===== config.mk =====
export PLATFORM = sky130hd
export DESIGN_NAME = rpn_stack_calculator
export DESIGN_NICKNAME = d
export VERILOG_FILES = /design/src/rtl/rpn_pkg.sv /design/src/rtl/rpn_stack_calculator.sv /design/src/rtl/rpn_datapath.sv /design/src/rtl/rpn_ctrl.sv
export SDC_FILE = /design/constraint.sdc
export NUM_CORES = 2
export LEC_CHECK = 0
export ABC_AREA = 1
export BUFFER_PORTS_ARGS = -buffer_cell sky130_fd_sc_hd__buf_2
export CAP_MARGIN = 20
export CORE_UTILIZATION = 30
export CTS_CLUSTER_DIAMETER = 30
export DETAILED_ROUTE_END_ITERATION = 6
export PLACE_DENSITY = 0.46
export SYNTH_ARGS = -nofsm -noshare
export SYNTH_HDL_FRONTEND = slang
export SYNTH_SLANG_ARGS = --single-unit

===== constraint.sdc =====
create_clock -name clk -period 7.5 [get_ports clk]
set_input_delay 1.125 -clock clk [delete_from_list [all_inputs] [get_ports clk]]
set_output_delay 1.125 -clock clk [all_outputs]
set_load 0.03 [all_outputs]

===== src/rtl/rpn_pkg.sv =====
// Package: opcodes, status codes, controller states and control structs for the RPN calculator.
package rpn_pkg;

  localparam int STACK_DEPTH = 16;
  localparam int FRAC_BITS   = 16;
  localparam int PTR_W       = $clog2(STACK_DEPTH);
  localparam int CNT_W       = $clog2(STACK_DEPTH + 1);
  localparam int DIV_STEPS   = 32 + FRAC_BITS;
  localparam int DIV_CNT_W   = $clog2(DIV_STEPS + 1);

  typedef enum logic [3:0] {
    OP_PUSH  = 4'd0,
    OP_ADD   = 4'd1,
    OP_SUB   = 4'd2,
    OP_MUL   = 4'd3,
    OP_DIV   = 4'd4,
    OP_NEG   = 4'd5,
    OP_DUP   = 4'd6,
    OP_SWAP  = 4'd7,
    OP_PEEK  = 4'd8,
    OP_CLEAR = 4'd9,
    OP_DUMP  = 4'd10
  } opcode_t;

  typedef enum logic [2:0] {
    ST_OK   = 3'd0,
    ST_FEW  = 3'd1,
    ST_DIV0 = 3'd2,
    ST_FULL = 3'd3,
    ST_BAD  = 3'd4
  } status_t;

  typedef enum logic [3:0] {
    S_IDLE,
    S_RD_TOP,
    S_RD_SEC,
    S_WAIT,
    S_EXEC,
    S_MUL2,
    S_DIV,
    S_DIV_FIN,
    S_WRITE,
    S_DUMP_RD,
    S_DUMP_OUT
  } state_t;

  // controller -> datapath
  typedef struct packed {
    logic       latch_in;   // capture opcode / push value
    logic       rd_top;     // read address = count-1
    logic       rd_sec;     // read address = count-2
    logic       rd_dump;    // read address = dump pointer
    logic       cap_b;      // capture read data as top operand
    logic       cap_a;      // capture read data as second operand
    logic       exec;       // compute add/sub/neg/mul stage 1, setup division
    logic       mul2;       // shift and saturate product
    logic       div_step;   // one restoring division step
    logic       div_fin;    // sign and saturate quotient
    logic       write;      // commit result to stack and count
    logic       dump_init;  // load dump pointer
    logic       dump_emit;  // emit one dump entry
    logic       emit_stat;  // emit status result
    status_t    stat;
  } dp_cmd_t;

  // datapath -> controller
  typedef struct packed {
    opcode_t        op;
    logic           bad_op;
    logic [CNT_W-1:0] count;
    logic           b_zero;
    logic           div_done;
    logic           dump_last;
  } dp_stat_t;

endpackage


===== src/rtl/rpn_stack_calculator.sv =====
// Top level: RPN stack calculator on signed Q16.16 values.
// Sequence: each non-dump op reads top and second, waits, then executes and writes
// back; mul adds a shift step, div runs 48 restoring steps and a sign step; dump
// reads and emits each entry in turn; errors are reported from the execute state.
// One item at a time; busy holds until the last result is strobed.
// The single read port of the stack memory and the serial divider set this sequence.
// Reset (rst, synchronous): stack empty, controller idle; entries stay undefined.
module rpn_stack_calculator (
  input  logic               clk,
  input  logic               rst,
  input  logic               start,
  output logic               busy,
  input  logic [3:0]         opcode,
  input  logic signed [31:0] push_value,
  output logic               result_strobe,
  output logic signed [31:0] result_value,
  output logic               value_valid,
  output logic [2:0]         status,
  output logic [4:0]         entries_now,
  output logic               last_result
);
  import rpn_pkg::*;

  dp_cmd_t  cmd;
  dp_stat_t st;

  // sequencer
  rpn_ctrl u_ctrl (
    .clk   (clk),
    .rst   (rst),
    .start (start),
    .busy  (busy),
    .st    (st),
    .cmd   (cmd)
  );

  // stack, ALU, divider, result registers
  rpn_datapath u_dp (
    .clk           (clk),
    .rst           (rst),
    .opcode        (opcode),
    .push_value    (push_value),
    .cmd           (cmd),
    .st            (st),
    .result_strobe (result_strobe),
    .result_value  (result_value),
    .value_valid   (value_valid),
    .status        (status),
    .entries_now   (entries_now),
    .last_result   (last_result)
  );

endmodule


===== src/rtl/rpn_datapath.sv =====
// Datapath: stack memory, operand registers, ALU, serial divider and result registers.
module rpn_datapath (
  input  logic                    clk,
  input  logic                    rst,
  input  logic [3:0]              opcode,
  input  logic signed [31:0]      push_value,
  input  rpn_pkg::dp_cmd_t        cmd,
  output rpn_pkg::dp_stat_t       st,
  output logic                    result_strobe,
  output logic signed [31:0]      result_value,
  output logic                    value_valid,
  output logic [2:0]              status,
  output logic [4:0]              entries_now,
  output logic                    last_result
);
  import rpn_pkg::*;

  logic [31:0]      mem [STACK_DEPTH];
  logic [31:0]      rd_data;
  logic [PTR_W-1:0] rd_addr;
  logic [CNT_W-1:0] count;
  logic [CNT_W-1:0] count_next;
  logic [3:0]       op_q;
  logic [31:0]      pv_q;
  logic signed [31:0] a, b;
  logic signed [31:0] res;
  logic signed [63:0] prod;
  logic [PTR_W-1:0] dptr;
  // divider
  logic [31:0]      dvsr;
  logic [DIV_STEPS-1:0] quo;
  logic [32:0]      rem;
  logic             q_neg;
  logic [DIV_CNT_W-1:0] dcnt;
  logic [32:0]      rem_sh;
  logic [32:0]      rem_sub;
  // swap writes the top slot in the cycle after the second slot
  logic             swap_hi;

  // read address select
  always_comb begin
    rd_addr = dptr;
    if (cmd.rd_top) rd_addr = PTR_W'(count - CNT_W'(1));
    else if (cmd.rd_sec) rd_addr = PTR_W'(count - CNT_W'(2));
  end

  always_ff @(posedge clk) begin
    rd_data <= mem[rd_addr];
  end

  function automatic logic signed [31:0] sat64(input logic signed [63:0] v);
    if (v > 64'sd2147483647) return 32'h7FFF_FFFF;
    else if (v < -64'sd2147483648) return 32'h8000_0000;
    else return v[31:0];
  endfunction

  assign rem_sh  = {rem[31:0], quo[DIV_STEPS-1]};
  assign rem_sub = rem_sh - {1'b0, dvsr};

  always_ff @(posedge clk) begin
    if (cmd.latch_in) begin
      op_q <= opcode;
      pv_q <= push_value;
    end
    if (cmd.cap_b) b <= rd_data;
    if (cmd.cap_a) a <= rd_data;
    if (cmd.dump_init) dptr <= PTR_W'(count - CNT_W'(1));
    else if (cmd.dump_emit) dptr <= dptr - PTR_W'(1);
    if (cmd.exec) begin
      unique case (opcode_t'(op_q))
        OP_ADD:  res <= sat64(64'(a) + 64'(b));
        OP_SUB:  res <= sat64(64'(a) - 64'(b));
        OP_NEG:  res <= sat64(-64'(b));
        default: res <= b;
      endcase
      prod  <= a * b;
      q_neg <= a[31] ^ b[31];
      dvsr  <= b[31] ? 32'(-b) : 32'(b);
      quo   <= {(a[31] ? 32'(-a) : 32'(a)), {FRAC_BITS{1'b0}}};
      rem   <= '0;
      dcnt  <= '0;
    end
    if (cmd.mul2) res <= sat64(prod >>> FRAC_BITS);
    if (cmd.div_step) begin
      if (!rem_sub[32]) begin
        rem <= rem_sub;
        quo <= {quo[DIV_STEPS-2:0], 1'b1};
      end else begin
        rem <= rem_sh;
        quo <= {quo[DIV_STEPS-2:0], 1'b0};
      end
      dcnt <= dcnt + DIV_CNT_W'(1);
    end
    if (cmd.div_fin)
      res <= sat64(q_neg ? -$signed({16'd0, quo}) : $signed({16'd0, quo}));
  end

  always_ff @(posedge clk) begin
    if (rst) swap_hi <= 1'b0;
    else swap_hi <= cmd.write && opcode_t'(op_q) == OP_SWAP;
  end

  // stack write: one slot per cycle, swap finishes on the following cycle
  always_ff @(posedge clk) begin
    if (cmd.write) begin
      unique case (opcode_t'(op_q))
        OP_PUSH: mem[PTR_W'(count)] <= pv_q;
        OP_DUP:  mem[PTR_W'(count)] <= b;
        OP_NEG:  mem[PTR_W'(count - CNT_W'(1))] <= res;
        OP_SWAP: begin
          mem[PTR_W'(count - CNT_W'(2))] <= b;
        end
        OP_ADD, OP_SUB, OP_MUL, OP_DIV: mem[PTR_W'(count - CNT_W'(2))] <= res;
        default: ;
      endcase
    end
    if (swap_hi) mem[PTR_W'(count - CNT_W'(1))] <= a;
  end

  always_comb begin
    count_next = count;
    if (cmd.write) begin
      unique case (opcode_t'(op_q))
        OP_PUSH, OP_DUP:                 count_next = count + CNT_W'(1);
        OP_ADD, OP_SUB, OP_MUL, OP_DIV:  count_next = count - CNT_W'(1);
        OP_CLEAR:                        count_next = '0;
        default: ;
      endcase
    end
  end

  always_ff @(posedge clk) begin
    if (rst) count <= '0;
    else count <= count_next;
  end

  // result registers
  always_ff @(posedge clk) begin
    if (rst) begin
      result_strobe <= 1'b0;
      last_result   <= 1'b0;
      value_valid   <= 1'b0;
    end else begin
      result_strobe <= cmd.emit_stat | cmd.dump_emit;
      last_result   <= cmd.emit_stat | (cmd.dump_emit & (dptr == '0));
      value_valid   <= cmd.dump_emit | (cmd.emit_stat & (op_q == OP_PEEK)
                       & (cmd.stat == ST_OK));
    end
    result_value <= cmd.dump_emit ? rd_data :
                    ((op_q == OP_PEEK && cmd.stat == ST_OK) ? b : 32'd0);
    status       <= cmd.dump_emit ? ST_OK : cmd.stat;
    entries_now  <= 5'(count_next);
  end

  assign st.op        = opcode_t'(op_q);
  assign st.bad_op    = op_q > OP_DUMP;
  assign st.count     = count;
  assign st.b_zero    = (b == 32'sd0);
  assign st.div_done  = (dcnt == DIV_CNT_W'(DIV_STEPS - 1));
  assign st.dump_last = (dptr == '0);

endmodule


===== src/rtl/rpn_ctrl.sv =====
// Controller: sequences each item through operand reads, execution, write-back and results.
module rpn_ctrl (
  input  logic              clk,
  input  logic              rst,
  input  logic              start,
  output logic              busy,
  input  rpn_pkg::dp_stat_t st,
  output rpn_pkg::dp_cmd_t  cmd
);
  import rpn_pkg::*;

  state_t state, state_next;
  status_t stat, stat_next;
  logic two, one, full;

  assign two  = st.count >= CNT_W'(2);
  assign one  = st.count >= CNT_W'(1);
  assign full = st.count >= CNT_W'(STACK_DEPTH);

  always_ff @(posedge clk) begin
    if (rst) begin
      state <= S_IDLE;
      stat  <= ST_OK;
    end else begin
      state <= state_next;
      stat  <= stat_next;
    end
  end

  // next state
  always_comb begin
    state_next = state;
    stat_next  = stat;
    unique case (state)
      S_IDLE:    if (start) begin
        state_next = S_RD_TOP;
        stat_next  = ST_OK;
      end
      S_RD_TOP: begin
        state_next = S_RD_SEC;
        if (st.bad_op) stat_next = ST_BAD;
        else begin
          unique case (st.op)
            OP_PUSH: if (full) stat_next = ST_FULL;
            OP_ADD, OP_SUB, OP_MUL, OP_DIV, OP_SWAP: if (!two) stat_next = ST_FEW;
            OP_NEG, OP_PEEK: if (!one) stat_next = ST_FEW;
            OP_DUP: if (!one) stat_next = ST_FEW; else if (full) stat_next = ST_FULL;
            OP_DUMP: if (one) state_next = S_DUMP_RD;
            default: ;
          endcase
        end
      end
      S_RD_SEC:  state_next = S_WAIT;
      S_WAIT:    state_next = S_EXEC;
      S_EXEC: begin
        if (stat != ST_OK) state_next = S_IDLE;
        else if (st.op == OP_MUL) state_next = S_MUL2;
        else if (st.op == OP_DIV) begin
          if (st.b_zero) begin
            stat_next  = ST_DIV0;
            state_next = S_IDLE;
          end else state_next = S_DIV;
        end else state_next = S_WRITE;
      end
      S_MUL2:    state_next = S_WRITE;
      S_DIV:     if (st.div_done) state_next = S_DIV_FIN;
      S_DIV_FIN: state_next = S_WRITE;
      S_WRITE:   state_next = S_IDLE;
      S_DUMP_RD: state_next = S_DUMP_OUT;
      S_DUMP_OUT: state_next = st.dump_last ? S_IDLE : S_DUMP_RD;
      default:   state_next = S_IDLE;
    endcase
  end

  // outputs
  always_comb begin
    cmd  = '0;
    cmd.stat = stat;
    busy = (state != S_IDLE);
    unique case (state)
      S_IDLE:    cmd.latch_in = start;
      S_RD_TOP:  begin
        cmd.rd_top = 1'b1;
        cmd.dump_init = 1'b1;
      end
      S_RD_SEC:  begin
        cmd.rd_sec = 1'b1;
        cmd.cap_b  = 1'b1;
      end
      S_WAIT:    cmd.cap_a = 1'b1;
      S_EXEC: begin
        cmd.exec = 1'b1;
        if (stat != ST_OK || (st.op == OP_DIV && st.b_zero)) begin
          cmd.emit_stat = 1'b1;
          if (st.op == OP_DIV && st.b_zero && stat == ST_OK) cmd.stat = ST_DIV0;
        end
      end
      S_MUL2:    cmd.mul2 = 1'b1;
      S_DIV:     cmd.div_step = 1'b1;
      S_DIV_FIN: cmd.div_fin = 1'b1;
      S_WRITE: begin
        cmd.write = 1'b1;
        cmd.emit_stat = 1'b1;
      end
      S_DUMP_RD: cmd.rd_dump = 1'b1;
      S_DUMP_OUT: cmd.dump_emit = 1'b1;
      default: ;
    endcase
  end

endmodule


### After elaboration in Yosys (flattened, before gate mapping)

Memory sizes are Yosys's and may differ from the RTL's. A register that Yosys moved wholly into a read port is not among the register bits.
Cells that the tools add are included.

* flip-flop bits (word level): 375
* bits in writable memories: 512
* bits of input ports: 39
* output and inout port bits: 44
* word-level logic and storage cells: 209
* memories: 1

* add/sub/neg operators: 12
* multiply operators: 1
* order comparisons: 14
* eq/ne operators: 30
* muxes and demuxes: 93
* bitwise logic cells: 10
* reduce and logical (&&, ||, !) cells: 25

Memory list
* u_dp.mem: words 16, width 32, read ports 1, clocked after memory_dff 1, write ports 2, RTL line rpn_datapath.sv:18 `logic [31:0] mem [STACK_DEPTH];`

Operators with widths (count)
* $mux W32: 23
* $gt A64 B32 Y1 const B: 4
* $lt A64 B32 Y1 const B: 4
* $mux W48: 2
* $pmux W32 S3: 1
* $mul A32 B32 Y64: 1
* $mux W64: 1
* $neg A32 Y32: 2
* $neg A32 Y64: 1
* $neg A48 Y64: 1
* $mux W4: 15
* $gt A48 B32 Y1 const B: 1
* $lt A48 B32 Y1 const B: 1
* $mux W3: 13
* $pmux W4 S9: 1
* $add A32 B32 Y33: 1
* $sub A32 B32 Y33: 1
* $sub A33 B32 Y33: 1
* $eq A4 B3 Y1 const B: 8
* $logic_not A32 Y1: 1
* $reduce_or A32 Y1: 1
* $mux W31: 1
* $mux W1: 29
* $eq A4 B4 Y1 const B: 6
* other kinds (37): 65

### Depth between registers and ports, before layout

* depth after elaboration: 10
* mapped depth: 32
* depth with buffers taken out: 31

### Cells and area by module

From an unflattened synthesis, not the netlist that was laid out.

* cell total of the unflattened synthesis: 11197
* area total of the unflattened synthesis: 90929.7 sq um

Modules (own cells, without submodules)
* rpn_datapath: times used 1, cells each 11055, area each 90201.5 sq um, seq. area each 26095.0 sq um
* rpn_ctrl: times used 1, cells each 142, area each 728.2 sq um, seq. area each 140.1 sq um

### Worst setup path before layout

No wires, ideal clock.

* path kind: register to register
* start: register u_dp.a[31]
* end: register u_dp.prod[63], data pin
* setup time: 252 ps
* data arrival time: 8002 ps
* required time: 7248 ps
* slack: -755 ps
* stages on the path, launching flop included: 29
* buffers on the path: 2
* clock period less this slack: 8255 ps
* cell sequence: edfxtp_1 > clkbuf_1 > buf_1 > nand2_1 > inv_1 > fa_1 > inv_1 > fa_1 > inv_1 > fa_1 > fa_1 > inv_1 > fa_1 > inv_1 > fa_1 > inv_1 > fa_1 > fa_1 > inv_1 > ha_1 > a21oi_1 > o21a_1 > nor2_1 > a2111oi_0 > o211ai_1 > a21oi_1 > inv_1 > nand2_1 > nand2_1

* longest elaborated chain between the ends: 1

RTL lines
* from (decl): RTL line rpn_datapath.sv:25 `logic signed [31:0] a, b;`
* from (signal assigned): RTL line rpn_datapath.sv:66 `if (cmd.cap_a) a <= rd_data;`
* $mul A32 B32 Y64: RTL line rpn_datapath.sv:76 `prod <= a * b;`
* to (signal assigned): RTL line rpn_datapath.sv:76
* to (decl): RTL line rpn_datapath.sv:27 `logic signed [63:0] prod;`

No other way between the ends.
A chain may end at the register's enable or synchronous reset.

### Final worst setup path

* start: register u_dp.b[15]
* end: register u_dp.prod[53], data pin

* longest elaborated chain between the ends: 1

RTL lines
* from (decl): RTL line rpn_datapath.sv:25
* from (signal assigned): RTL line rpn_datapath.sv:65 `if (cmd.cap_b) b <= rd_data;`
* $mul A32 B32 Y64: RTL line rpn_datapath.sv:76

No other way between the ends.

==> results.toml <==
[yosys]
number_of_warnings_issued_by_yosys = 0
share_of_async_settable_or_async_resettable_flops_after_synthesis_pct = 0
post_synth_main_area_contributors = "sky130_fd_sc_hd__edfxtp_1 27%, sky130_fd_sc_hd__fa_1 24%, sky130_fd_sc_hd__nand2_1 12%"
synth_top_cell_area_share_pct = 26.7
syn-instance-count = 11400
post_synth_num_cell_types = 69
synth-seq-cells = 903
yosysMostFrequentCell = "sky130_fd_sc_hd__nand2_1"
synth_edf_count = 815
synthDominantAreaCellType = "sky130_fd_sc_hd__edfxtp_1"
synth_area_um2 = 91700
avgSynthCellArea_um2 = 8.05
syn_nets = 12800
synth_commonest_cells = "2821 x sky130_fd_sc_hd__nand2_1, 2194 x sky130_fd_sc_hd__inv_1, 1084 x sky130_fd_sc_hd__fa_1"
ys_seq_area_share_pct = 28.6
yosys_most_used_dff = "sky130_fd_sc_hd__edfxtp_1"

[timing]
setup_repair_after_global_routing_missed_its_margin = "true"
layout_worst_path_cycle_share_pct = 99.1
report.final.setup_viol = 0
max_freq_ghz = 0.135
final.min_clock_period_ns = 7.43
maxSlewViolCount = 0
report.final.hold_viol_count = 0
slew_headroom_pct = 19.0
finClkSkew_ns = 0.109
timing.final.ws_setup_ns = 0.0660
worst_max_slew_pin_slew_ns = 1.21

[die]
io_pins = 83
area_of_the_placeable_core_um2 = 303000
die_w_um = 555
start_util_pct = 30.2
die_outline_height_um = 555
rows = 202
die_area_um2 = 308000

[critical_path]
crit_path_max_fanout = 13
criticalPathCategory = "reg2reg"
regToRegStartpoint = "u_dp.b[15]"
worst-endpoint-required_ns = 8.13
worstSetupStartpoint = "u_dp.b[15]"
timing.reg2reg.setup_slack_ns = 0.07
crit_path_start_kind = "flip-flop"
critPathArrivalTime_ns = 8.06
ff2ff_path_depth = 27
cp-end-kind = "flip-flop"
r2r_end = "u_dp.prod[53]"

[placement]
hpwl_um = 316000
routabilityCongestion = 0.972
place_worst_setup_slack_ns = -0.635
buffer_ports.inserted = 82

[global_route]
first_global_vias = 82500
grt_first_pass_wirelength_um = 596000
grt_antenna_before_repair = 28
grt_max_degree = 124
grt_overflow = 0
groute.usage.overall_pct = 26.9

[cts]
tritoncts_clock_tree = "yes"
cts.path.max_buffers = 4
h-tree-depth = 5
cts.hold.buffers_added = 0
tritoncts.num_buffers = 268
cts.sinks = 903
cts_root_buf = "sky130_fd_sc_hd__clkbuf_16"
clk_pin_slew_worst_setup_hold_paths_ns = 0.04
worstSkewPairLatency_ns = 0.91

[worst_hold_path]
worstHoldEndpoint = "u_dp.op_q[2]"
min_delay_path_depth = 1
worstHoldPathType = "in2reg"
min_from = "opcode[2]"

[detailed_routing]
initialDrtViolationCount = 7352
drtPass1Iterations = 6
num_vias = 80100
post-route-drc-count = 0
post_drt_via_cell_ratio = 4.98
drt_wl_total_um = 418000
wl_per_cell_um = 26.0
final_antenna_net_count = 0

[layout]
post_route_cells_drive_above_1_share_pct = 14.7
multi_input_area_um2 = 55300
postLayoutCoreUtil_pct = 36.9
design.final.nets = 13300
syn_to_final_growth_pct = 22.0
area.sequential_um2 = 26200
final.fill_count = 31400

[run]
drv.max_cap_violation_count = 0

[run_status]
status = "completed"
[area by class of cell]
type / instances / share of cell area, %
tap: 3978 / 4.45
clock buffer: 337 / 6.36
sequential: 903 / 23.5
inverter: 2302 / 7.74
multi-input combinational: 7512 / 49.4
antenna: 13 / 0.0291
clock inverter: 148 / 1.46
timing repair buffer: 907 / 7.12
[cells in the final DEF (no fill, tap or decap), types with 274 or more instances in the layout]
| master | Yosys | layout |
|---|---|---|
| sky130_fd_sc_hd__o21ai_0 | 502 | 457 |
| sky130_fd_sc_hd__nand2_1 | 2821 | 2788 |
| sky130_fd_sc_hd__nor2_1 | 724 | 675 |
| sky130_fd_sc_hd__fa_1 | 1084 | 1067 |
| sky130_fd_sc_hd__clkbuf_16 | 0 | 274 |
| sky130_fd_sc_hd__inv_1 | 2194 | 2177 |
| sky130_fd_sc_hd__a21oi_1 | 451 | 406 |
| sky130_fd_sc_hd__buf_4 | 58 | 707 |
| sky130_fd_sc_hd__edfxtp_1 | 815 | 815 |
| sky130_fd_sc_hd__o21ai_1 | 631 | 650 |
[critical path, stage by stage (launching register included)]
cell and delay (ns):
sky130_fd_sc_hd__edfxtp_1 0.40, sky130_fd_sc_hd__buf_12 0.16, sky130_fd_sc_hd__buf_12 0.15, sky130_fd_sc_hd__buf_4 0.21
sky130_fd_sc_hd__nand2_1 0.08, sky130_fd_sc_hd__inv_1 0.06, sky130_fd_sc_hd__fa_1 0.48, sky130_fd_sc_hd__fa_1 0.52
sky130_fd_sc_hd__inv_1 0.06, sky130_fd_sc_hd__fa_1 0.50, sky130_fd_sc_hd__fa_1 0.52, sky130_fd_sc_hd__inv_1 0.05
sky130_fd_sc_hd__fa_1 0.46, sky130_fd_sc_hd__fa_1 0.52, sky130_fd_sc_hd__fa_1 0.62, sky130_fd_sc_hd__inv_1 0.08
sky130_fd_sc_hd__fa_1 0.60, sky130_fd_sc_hd__inv_1 0.07, sky130_fd_sc_hd__ha_2 0.37, sky130_fd_sc_hd__nand2_1 0.13
sky130_fd_sc_hd__nor2_1 0.17, sky130_fd_sc_hd__buf_4 0.13, sky130_fd_sc_hd__inv_1 0.08, sky130_fd_sc_hd__buf_4 0.15
sky130_fd_sc_hd__nor2_1 0.17, sky130_fd_sc_hd__nand4_1 0.22, sky130_fd_sc_hd__nand3_2 0.15, sky130_fd_sc_hd__xor2_1 0.07
[worst max path at each step]
stage	to	slack (ns)	cells past startpoint
final	u_dp.prod[53]	0.07	27
after global routing	u_dp.prod[61]	-0.20	29
after CTS	u_dp.prod[63]	-0.03	30
after detailed placement	u_dp.prod[55]	-0.64	27
after global placement	u_dp.prod[63]	-0.63	29
after floorplan	u_dp.prod[63]	0.003	28
[kinds of logic after synthesis]
logic type,after synthesis,share of synthesized area (%)
buf+inv,2973,12.7
xor+xnor,196,1.87
simple gates,4025,17.6
fa+ha+maj,1377,27.7
flops,903,28.6
compound gates,1908,11.5
mux,6,0.0655
[through the flow]
step / TNS (ns) / hold WS [ns] / instance area, um^2 / std cells
floorplan: 0 / 0.426 / 91800 / 11400
global placement: -9.98 / 0.489 / 102000 / 15600
detailed placement: -10.98 / 0.490 / 102000 / 15600
CTS: -0.0627 / 0.351 / 111000 / 16100
global route: -2.36 / 0.379 / 112000 / 16100
finish: 0 / 0.408 / 112000 / 16100
[registers in the layout, summed over array words and instances (netlist names), 4 cells and up]
register           flops
u_dp.dptr              4
u_dp.rem              32
u_dp.rd_data          32
u_dp.op_q              4
u_dp.dvsr             32
u_dp.quo              48
u_dp.res              32
u_dp.mem             512
u_dp.entries_now       5
u_dp.b                32
u_dp.result_value     32
u_dp.a                32
u_dp.count             5
u_dp.dcnt              6
u_ctrl.state           4
u_dp.pv_q             32
u_dp.prod             48
[metal layers]
metal / part of all wire, % / global-route usage, % / vias up
met5: 0.011 / 0 / -
met3: 6.0 / 3.67 / 790
li1: - / - / 36500
met2: 46 / 44.2 / 2889
met4: 6.5 / 14.9 / 6
met1: 41 / 34.1 / 40000
[repair_timing]
action,CTS,global route
endpoints found under the hold margin,0,0
pin swaps,6,50
buffers inserted,11,23
endpoints found under the setup margin,36,39
gates resized for setup,69,179
gates cloned,1,3
Power is left out: the tool's default activity adds up to more than one toggle a clock period on the data nets, which glitch-free logic cannot reach.
